$ cat config.mk
export PLATFORM = sky130hd
export DESIGN_NAME = wmf_queue
export DESIGN_NICKNAME = d
export VERILOG_FILES = /design/src/hw/rtl/wmf_queue.sv
export SDC_FILE = /design/constraint.sdc
export NUM_CORES = 1
export LEC_CHECK = 0
export ABC_AREA = 1
export BUFFER_PORTS_ARGS = -buffer_cell sky130_fd_sc_hd__buf_2
export CAP_MARGIN = 10
export CORE_ASPECT_RATIO = 1.5
export CORE_MARGIN = 4
export CORE_UTILIZATION = 50
export CTS_CLUSTER_DIAMETER = 100
export DETAILED_ROUTE_END_ITERATION = 12
export PLACE_DENSITY_LB_ADDON = 0.3
export SYNTH_ARGS = -nofsm -noshare
export SYNTH_HDL_FRONTEND = slang
export SYNTH_SLANG_ARGS = --single-unit
export TNS_END_PERCENT = 20
$ cat constraint.sdc
create_clock -name clk -period 2.2 [get_ports clk]
set_input_delay 0.66 -clock clk [delete_from_list [all_inputs] [get_ports clk]]
set_output_delay 0.66 -clock clk [all_outputs]
set_load 0.005 [all_outputs]
$ cat src/hw/rtl/wmf_queue.sv
module wmf_queue #(
  parameter int WIDTH = 8,
  parameter int DEPTH = 4
) (
  input  logic             clk,
  input  logic             rst,
  input  logic             wr,
  input  logic [WIDTH-1:0] wdata,
  input  logic             rd,
  output logic [WIDTH-1:0] rdata,
  output logic             empty,
  output logic             full
);
  localparam int PW = (DEPTH > 1) ? $clog2(DEPTH) : 1;

  logic [WIDTH-1:0] mem [DEPTH];
  logic [PW-1:0]    wptr, rptr;
  logic [PW:0]      count;

  assign empty = (count == '0);
  assign full  = (count == (PW+1)'(DEPTH));
  assign rdata = mem[rptr];

  always_ff @(posedge clk) begin
    if (wr && !full) begin
      mem[wptr] <= wdata;
    end
  end

  always_ff @(posedge clk) begin
    if (rst) begin
      wptr  <= '0;
      rptr  <= '0;
      count <= '0;
    end else begin
      if (wr && !full) begin
        wptr <= (wptr == PW'(DEPTH-1)) ? '0 : wptr + 1'b1;
      end
      if (rd && !empty) begin
        rptr <= (rptr == PW'(DEPTH-1)) ? '0 : rptr + 1'b1;
      end
      count <= count + (PW+1)'(wr && !full) - (PW+1)'(rd && !empty);
    end
  end
endmodule

==> flow_summary.yaml <==
routing:
  routed_via_density: 5.19
  first_pass_iters: 4
  route.detailed.drc: 0
  drt-total-wl_um: 2910
  drt_iter0_drc: 41
  via_count: 1115
  wl_per_cell_um: 13.5
  ant_nets: 0
global_route:
  track_usage: 0.146
  grt_max_degree: 17
  grt_overflow: 0
  grt_first_pass_wirelength_um: 4830
  antenna_found_initial: 0
  first_global_vias: 1121
die:
  initial_utilization: 0.527
  die_h_um: 79.4
  chipWidth_um: 55.6
  io_pins: 22
  placementRows: 25
  dieArea_um2: 4410
  core_region_area_um2: 3220
power:
  power_density_nw_per_um2: 1190
  p_sw_frac: 0.322
  p_comb_frac: 0.302
  p_int_uw: 1610
  seqPwrFrac: 0.448
  p_leak_uw: 0.000812
  max-vdd-ir-drop_mv: 0.791
  p_switching_uw: 764
  p_clk_frac: 0.250
  total_power_uw: 2380
sta:
  post-route-period-util: 0.927
  finalHoldViolCount: 0
  setup_viol: 0
  skew_ps: 9.23
  whs_ps: 542
  rsz0062_at_grt: "no"
  fin_ws_ps: 160
  tns_ps: 0
  relSlewSlack: 0.805
  fin_crit_ps: 2040
  worst_pin_slew_ps: 292
  max_freq_mhz: 490
  drv_slew: 0
outcome:
  status: "finished, final reports clean"
place:
  place.gp.congestion: 0.689
  io_buffers: 21
  hpwl_um: 2070
  pre_cts_slack_ps: 127
synth:
  syn_area_um2: 1700
  ys_seq_area_frac: 0.672
  netlist-cell-type-count: 20
  mappedNetlistNets: 163
  syn_area_per_cell_um2: 11.9
  postSynthRegisterBits: 41
  ys.warnings.count: 0
  synthCells: 143
clocking:
  holdBufCountCts: 0
  root_buffer: "clkbuf_8"
  cts.path.max_buffers: 2
  cts_sinks: 41
  clk_pin_slew_ps: 80
  numCtsBuffers: 5
  h-tree-depth: 2
  cts_tree: "done"
  worst_skew_pair.late_latency_ps: 290
cells_and_area:
  fill_cells: 260
  area_growth_pct: 17.2
  nNetsFinal: 194
  final_cell_mix: "nor2_1 (32), edfxtp_1 (32), buf_2 (21)"
  diodes: 0
  final-seq-area_um2: 1150
  drive_above_1_share: 0.251
  multiInputGateArea_um2: 467
  final_core_util: 0.618
setup_path:
  crit_path_end_kind: "output pin"
  critical-path-max-stage-delay_ps: 460
  critPathArrivalTime_ps: 1380
  path_class: "register to output pin"
  cp_data_required_time_ps: 1540
  path_cells: "inv_2, o21ai_0, o22ai_1, buf_2"
  cp_max_fo: 16
  cp_slowest_cell: "dfxtp_2"
  cp-start-kind: "register"
worst_hold_path:
  hold_path.class: "register to register"
job:
  cap_violations: 0
[critical path, delay by kind of cell, from the launching register on]
kind | cells | cell delay [ps]
AOI/OAI and AO/OA | 2 | 300
buffers and inverters | 2 | 320
DFF | 1 | 460
[final cells by class]
cell class,instances,share of cell area
Multi-Input combinational cell,82,0.234
Inverter,18,0.0358
Clock buffer,5,0.0346
Tap cell,40,0.0251
Timing Repair Buffer,26,0.0717
Sequential cell,41,0.576
Clock inverter,3,0.0226
[sequential cells by signal (all words and copies together), names as in the netlist, named ones only]
register and count:
mem 32, wptr 2, rptr 2, count 3
[synth_stat cells, drive strengths merged]
master  instances  area share
a21oi           3      0.0088
buf             2       0.013
dfxtp           9        0.11
edfxtp         32        0.57
fa              1       0.012
ha              7       0.052
inv            18       0.040
nand2          10       0.028
nand3           1      0.0029
nand3b          2      0.0088
nor2           32       0.071
o21ai          16       0.054
o22ai           8       0.029
or2             1      0.0037
xnor2           1      0.0052
[worst paths after layout]
| path | slack, ps | from | to | cells past startpoint |
|---|---|---|---|---|
| worst min-delay path | 540 | rptr[0] | register | 2 |
| worst min register to register | 540 | rptr[0] | register | 2 |
| worst max-delay path | 160 | register | rdata[2] | 4 |
| worst max register to register | 230 | count[1] | count[1] | 10 |
[metal layers]
layer,global-route usage,up-vias,share of wire
met5,0,-,0
met4,0.0584,0,0.013
met3,0.0534,5,0.053
met2,0.270,27,0.54
met1,0.147,538,0.39
li1,-,545,-
[per-stage QoR]
| step | area [µm²] | instances |
|---|---|---|
| floorplan | 1700 | 143 |
| global placement | 1870 | 207 |
| detailed placement | 1870 | 207 |
| CTS | 1980 | 215 |
| global route | 1990 | 215 |
| finish | 1990 | 215 |
[power by group through the flow]
stage	Clock [µW]	Sequential (µW)	Combinational [µW]
2_1_floorplan	0	1040	492
3_3_place_gp	0	1060	671
3_5_place_dp	0	1070	725
4_1_cts	609	1060	729
5_1_grt	655	1080	836
6_report	593	1070	718
[timing repair]
action	CTS	global route
setup buffers	0	0
setup endpoints to repair	1	8
gates resized for setup	1	4
[logic make-up after synthesis]
family | count (synthesis) | synth area share
XOR/XNOR | 1 | 0.00516
adder cells (fa/ha/maj) | 8 | 0.0634
AO/OA/AOI/OAI | 27 | 0.0921
AND/OR/NAND/NOR | 46 | 0.114
flip-flops | 41 | 0.672
buffers and inverters | 20 | 0.0531
Note: power is estimated with default switching activity, not from simulation.
