File: src/hw/rtl/wmf_pkg.sv
package wmf_pkg;

  // register indexes on the configuration port
  localparam logic [1:0] REG_HALF_SIZE    = 2'd0;
  localparam logic [1:0] REG_IMAGE_WIDTH  = 2'd1;
  localparam logic [1:0] REG_IMAGE_HEIGHT = 2'd2;

  localparam int PIX_W  = 16;
  localparam int COL_W  = 11;  // columns stay below the clamped image width, at most LINE_WIDTH-1
  localparam int ROW_W  = 16;
  localparam int SLOT_W = 4;   // slot below 2*S, S at most 7
  localparam int CNT_W  = 8;   // window holds at most 4*7*7 values
  localparam int BIT_W  = 4;

  localparam logic [2:0] CAP_PIXEL = 3'd4;
  localparam logic [2:0] CAP_DRAIN = 3'd1;

  typedef struct packed {
    logic [2:0]       s;
    logic [COL_W-1:0] w;
    logic [ROW_W-1:0] h;
  } cfg_t;

  typedef struct packed {
    logic              en;
    logic [SLOT_W-1:0] slot;
    logic [COL_W-1:0]  col;
    logic [PIX_W-1:0]  data;
  } wr_t;

  typedef struct packed {
    logic [ROW_W-1:0]  row;
    logic [COL_W-1:0]  col;
    logic [SLOT_W-1:0] slot;
    logic              fin;
    logic              last;
  } job_t;

  typedef struct packed {
    logic [PIX_W-1:0] median;
    logic             last;
    logic             fin;
  } res_t;

endpackage

File: src/hw/rtl/wmf_front.sv
module wmf_front (
  input  logic                       clk,
  input  logic                       rst,
  input  wmf_pkg::cfg_t              cfg,
  input  logic                       cfg_wr,
  input  logic                       push,
  input  logic                       action,
  input  logic [wmf_pkg::PIX_W-1:0]  pixel_value,
  input  logic                       job_empty,
  input  logic                       back_idle,
  output logic                       full,
  output wmf_pkg::wr_t               wr,
  output logic                       job_push,
  output wmf_pkg::job_t              job
);
  typedef enum logic [1:0] {F_IDLE = 2'b01, F_EMIT = 2'b10} fstate_t;

  fstate_t state;
  logic [wmf_pkg::COL_W-1:0]  icol, ocol;
  logic [wmf_pkg::ROW_W-1:0]  irow, orow;
  logic [wmf_pkg::SLOT_W-1:0] islot, oslot, slot_top;
  logic [2:0]                 ecnt, cap;
  wmf_pkg::job_t              pend;
  logic                       pend_v;

  logic [16:0] ry;
  logic [11:0] cx;
  logic        ready, accept, write_px, take, fin;

  assign slot_top = wmf_pkg::SLOT_W'({cfg.s, 1'b0} - 4'd1);

  always_comb begin
    ry = {1'b0, orow} + 17'(cfg.s) - 17'd1;
    if (ry > 17'(cfg.h) - 17'd1) ry = 17'(cfg.h) - 17'd1;
    cx = {1'b0, ocol} + 12'(cfg.s) - 12'd1;
    if (cx > 12'(cfg.w) - 12'd1) cx = 12'(cfg.w) - 12'd1;
    ready = (orow < cfg.h) && (ocol < cfg.w) &&
            ((17'(irow) > ry) || ((17'(irow) == ry) && (12'(icol) > cx)));
  end

  assign full     = !((state == F_IDLE) && job_empty && back_idle);
  assign accept   = push && !full;
  assign write_px = accept && !action && !ready && (irow < cfg.h);
  assign take     = (state == F_EMIT) && ready && (ecnt < cap);
  assign fin      = (orow == cfg.h - 1'b1) && (ocol == cfg.w - 1'b1);

  assign wr.en   = write_px;
  assign wr.slot = islot;
  assign wr.col  = icol;
  assign wr.data = pixel_value;

  assign job_push = (state == F_EMIT) && pend_v;
  always_comb begin
    job      = pend;
    job.last = !take;
  end

  always_ff @(posedge clk) begin
    if (rst || cfg_wr) begin
      icol  <= '0;
      irow  <= '0;
      islot <= '0;
      ocol  <= '0;
      orow  <= '0;
      oslot <= '0;
    end else if (write_px) begin
      if (icol + 1'b1 >= cfg.w) begin
        icol  <= '0;
        irow  <= irow + 1'b1;
        islot <= (islot == slot_top) ? '0 : islot + 1'b1;
      end else begin
        icol <= icol + 1'b1;
      end
    end else if (take) begin
      if (fin) begin
        // final pixel of the frame: next pixel starts a new frame
        icol  <= '0;
        irow  <= '0;
        islot <= '0;
        ocol  <= '0;
        orow  <= '0;
        oslot <= '0;
      end else if (ocol + 1'b1 >= cfg.w) begin
        ocol  <= '0;
        orow  <= orow + 1'b1;
        oslot <= (oslot == slot_top) ? '0 : oslot + 1'b1;
      end else begin
        ocol <= ocol + 1'b1;
      end
    end
  end

  always_ff @(posedge clk) begin
    if (rst) begin
      state  <= F_IDLE;
      pend_v <= 1'b0;
      ecnt   <= '0;
      cap    <= wmf_pkg::CAP_PIXEL;
    end else begin
      case (state)
        F_IDLE: begin
          if (accept) begin
            state  <= F_EMIT;
            ecnt   <= '0;
            pend_v <= 1'b0;
            cap    <= action ? wmf_pkg::CAP_DRAIN : wmf_pkg::CAP_PIXEL;
          end
        end
        F_EMIT: begin
          if (take) begin
            pend_v    <= 1'b1;
            pend.row  <= orow;
            pend.col  <= ocol;
            pend.slot <= oslot;
            pend.fin  <= fin;
            pend.last <= 1'b0;
            ecnt      <= ecnt + 1'b1;
          end else begin
            pend_v <= 1'b0;
            state  <= F_IDLE;
          end
        end
        default: state <= F_IDLE;
      endcase
    end
  end
endmodule

File: config.mk
export PLATFORM = sky130hd
export DESIGN_NAME = wmf_front
export DESIGN_NICKNAME = d
export VERILOG_FILES = /design/src/hw/rtl/wmf_pkg.sv /design/src/hw/rtl/wmf_front.sv
export SDC_FILE = /design/constraint.sdc
export NUM_CORES = 1
export LEC_CHECK = 0
export ABC_AREA = 0
export BUFFER_PORTS_ARGS = -buffer_cell sky130_fd_sc_hd__buf_4
export CORE_ASPECT_RATIO = 1.2
export CORE_MARGIN = 4
export CORE_UTILIZATION = 35
export CTS_CLUSTER_SIZE = 20
export DETAILED_ROUTE_END_ITERATION = 6
export GPL_ROUTABILITY_DRIVEN = 0
export HOLD_SLACK_MARGIN = 0.1
export PLACE_DENSITY = 0.56
export SETUP_SLACK_MARGIN = 0.02
export SLEW_MARGIN = 20
export SYNTH_ARGS = -nofsm -noshare
export SYNTH_HDL_FRONTEND = slang
export SYNTH_SLANG_ARGS = --single-unit
File: constraint.sdc
create_clock -name clk -period 11.63 [get_ports clk]
set_input_delay 2.326 -clock clk [delete_from_list [all_inputs] [get_ports clk]]
set_output_delay 2.326 -clock clk [all_outputs]
set_load 0.02 [all_outputs]
==> metrics.md <==
| Metric | Value |
|---|---|
| Outcome | `finished, final reports clean` |
| Cell Pwr Density | `75.1 mW/mm²` |
| Sequential fraction of the synthesis area | `a little under a quarter` |
| Io pins | `120` |
| First-pass GRT wire length | `~50 mm` |
| Mapped Cells | `around 1.2k` |
| Number of global-route vias before repair | `9047` |
| Storage cell area | `between 0.002 and 0.0025 mm²` |
| Setup crit start kind | `input pin` |
| Max-Cap Viols | `0` |
| Root Buffer | `clkbuf_16` |
| Final hold vios | `0` |
| Core footprint | `0.0288 mm²` |
| Antenna violations before repair | `0` |
| # DRC | `0` |
| Num CTS Buffers | `9` |
| Nets | `1520` |
| Slew headroom | `35.4%` |
| Placed cells | `1659` |
| Chip Width | `164 µm` |
| Rows | `68` |
| CP Capture Type | `primary output` |
| Area of the multi-input gates | `0.00724 mm²` |
| Main synth FF type | `dfxtp_1` |
| Max VDD drop | `0.0642 mV` |
| Cts hold-fix bufs | `0` |
| Remaining Overflow, GRT | `0` |
| Largest stage delay on the critical path | `410 ps` |
| Crit-path slowest cell | `fa_1` |
| Net Count, Synth | `1458` |
| Slew @ Worst Pin | `968 ps` |
| CTS Buffer Depth | `2` |
| Share of layout cells above drive strength 1 | `between 10% and 20%` |
| Synth-to-Final Area Change | `12.8%` |
| CP arrival | `~8600 ps` |
| Total power | `870 µW` |
| CP required | `9300 ps` |
| DIE HEIGHT | `196 µm` |
| Die area | `0.0321 mm²` |
| Register bit total from synthesis | `102` |
| Mapped Avg Cell Area | `8.38 µm²` |
| Fillers | `2949` |
| Setup tns final | `0 ps` |
| Port Buf Inserts | `87` |
| Setup CP Type | `in -> out` |
| Library cells used by synthesis | `76` |
| Pre-Repair DR Iteration Count | `5` |
| Slew Limit Fails | `0` |
| Clock transition at path regs | `80 ps` |
| GRT Total Usage | `19.9%` |
| Postcts setup bufs | `0` |
| Worst-Skew Late Latency | `370 ps` |
| Period utilisation layout | `a little over nine tenths` |
| Final wirelength | `31.8 mm` |
| Pleak | `slightly above 5 nW` |
| Post-DRT Antenna Nets | `0` |
| Post-cts sizing count | `0` |
| Vias/cell | `5.45` |
| Setup violations, final | `0` |
| 1st-iter DRT viols | `649` |
| FFs w/ async S/R, synth | `0%` |
| CTS tree | `built` |
| Routed vias | `between 9k and 10k` |
| Clk sinks | `just over 100` |
| Wire length per cell | `19.0 µm` |
| Final core occ | `40.1%` |
| Synth warn | `0` |
| Dpl hpwl | `25.4 mm` |
| Largest net degree at the start of global routing | `33` |
| Final setup skew | `14.0 ps` |
| Post-synth EDFFs | `32` |
| Initial Util | `35.6%` |
| Ant. Diodes | `0` |
| Post-Layout Cell Count | `1676` |
| Min Tclk post-route | `10970 ps` |
| Post-Syn Area | `about 0.01 mm²` |
| H-tree Lvls | `3` |
| HP Class | `reg -> reg` |
| Crit path max fanout | `17` |
| Fmax | `91.2 MHz` |
registers in the layout (all words and copies together), names as in the netlist:
| signal | count |
|---|---|
| ecnt | 3 |
| job | 32 |
| pend_v | 1 |
| islot | 4 |
| oslot | 4 |
| icol | 11 |
| ocol | 11 |
| cap | 2 |
| orow | 16 |
| irow | 16 |
| state | 2 |
report_power, final:
part,switching (mW),internal [mW]
combinational,0.112,0.0719
sequential,0.000273,0.365
clock,0.152,0.170
through the flow:
step	hold slack, ps	setup WS [ps]	area [µm²]
global route	496	-2.27	11600
CTS	469	218	11500
global placement	452	468	11200
finish	465	662	11600
floorplan	432	834	10300
detailed placement	457	233	11200
cells in the mapped netlist (6+ instances only):
cell | number | share of area (%)
ha_1 | 179 | 22
and4_1 | 8 | 0.68
and2_1 | 6 | 0.37
xnor2_1 | 70 | 6.0
nor3_1 | 35 | 1.7
nor4b_1 | 6 | 0.51
nand3_1 | 48 | 2.3
clkbuf_1 | 25 | 0.91
edfxtp_1 | 32 | 9.4
dfxtp_1 | 70 | 14
nand2b_1 | 10 | 0.61
inv_1 | 106 | 3.9
nand2_1 | 75 | 2.7
nor2b_1 | 12 | 0.73
nor2_1 | 86 | 3.1
xor2_1 | 28 | 2.4
nand4_1 | 30 | 1.8
a211oi_1 | 24 | 1.8
mux2i_1 | 16 | 1.6
a21o_1 | 24 | 1.8
o21ai_1 | 8 | 0.39
a211o_1 | 8 | 0.68
o211ai_1 | 10 | 0.73
nor4_1 | 12 | 0.73
and3_1 | 16 | 0.98
o21a_1 | 12 | 0.88
o21ai_0 | 57 | 2.8
a21oi_1 | 83 | 4.0
or3_1 | 10 | 0.61
a221o_1 | 7 | 0.68
buf_4 | 19 | 1.4
layer usage:
metal / part of all wire [%] / wire [µm] / GRT usage, % / up-vias
li1: - / - / - / 4567
met1: 44 / 13900 / 24.7 / 4356
met2: 50 / 15900 / 35.7 / 179
met3: 3.8 / 1210 / 2.41 / 36
met4: 2.5 / 791 / 6.22 / 0
met5: 0 / 0 / 0 / -
worst max-delay path: cells and delay by family:
kind	cells	cell delay, ps
AOI/OAI and AO/OA	14	2950
xor gates and xnor gates	1	130
adders and majority gates	5	1510
buffers and inverters	5	590
muxes	1	160
and+or+nand+nor	5	960
path summary, 6_finish.rpt:
| path | from | endpoint | slack (ps) | cells past startpoint |
|---|---|---|---|---|
| worst min-delay path | cap[0] | cap[0] | 470 | 2 |
| worst max register to register | orow[1] | orow[14] | 3880 | 30 |
| worst max-delay path | cfg[28] | job[0] | 660 | 31 |
| worst min register to register | cap[0] | cap[0] | 470 | 2 |
layout by cell type, fill, tap and decap left out, types with 16 or more instances in the layout:
cell / count
xor2_1: 28
a211oi_1: 24
buf_4: 101
mux2i_1: 16
a21o_1: 24
nor2_1: 85
a21oi_1: 83
nand4_1: 30
o21ai_0: 57
inv_1: 106
nor3_1: 34
ha_1: 179
dfxtp_1: 70
edfxtp_1: 32
xnor2_1: 70
nand2_1: 74
and3_1: 16
nand3_1: 48
cells by family after synthesis:
logic type | after synthesis | synth area share, %
compound gates | 284 | 18.0
xor+xnor | 101 | 8.96
fa+ha+maj | 181 | 22.2
buf+inv | 158 | 6.60
flops | 102 | 23.0
mux | 19 | 1.89
simple gates | 379 | 19.3
area by class of cell:
class,count,share of cell area [%]
clock buffer,9,1.95
clock inverter,7,0.649
timing repair buffer,102,6.79
tap,385,4.16
inverter,107,3.47
sequential,102,20.4
multi-input combinational,964,62.6
(Power assumes the default switching activity.)
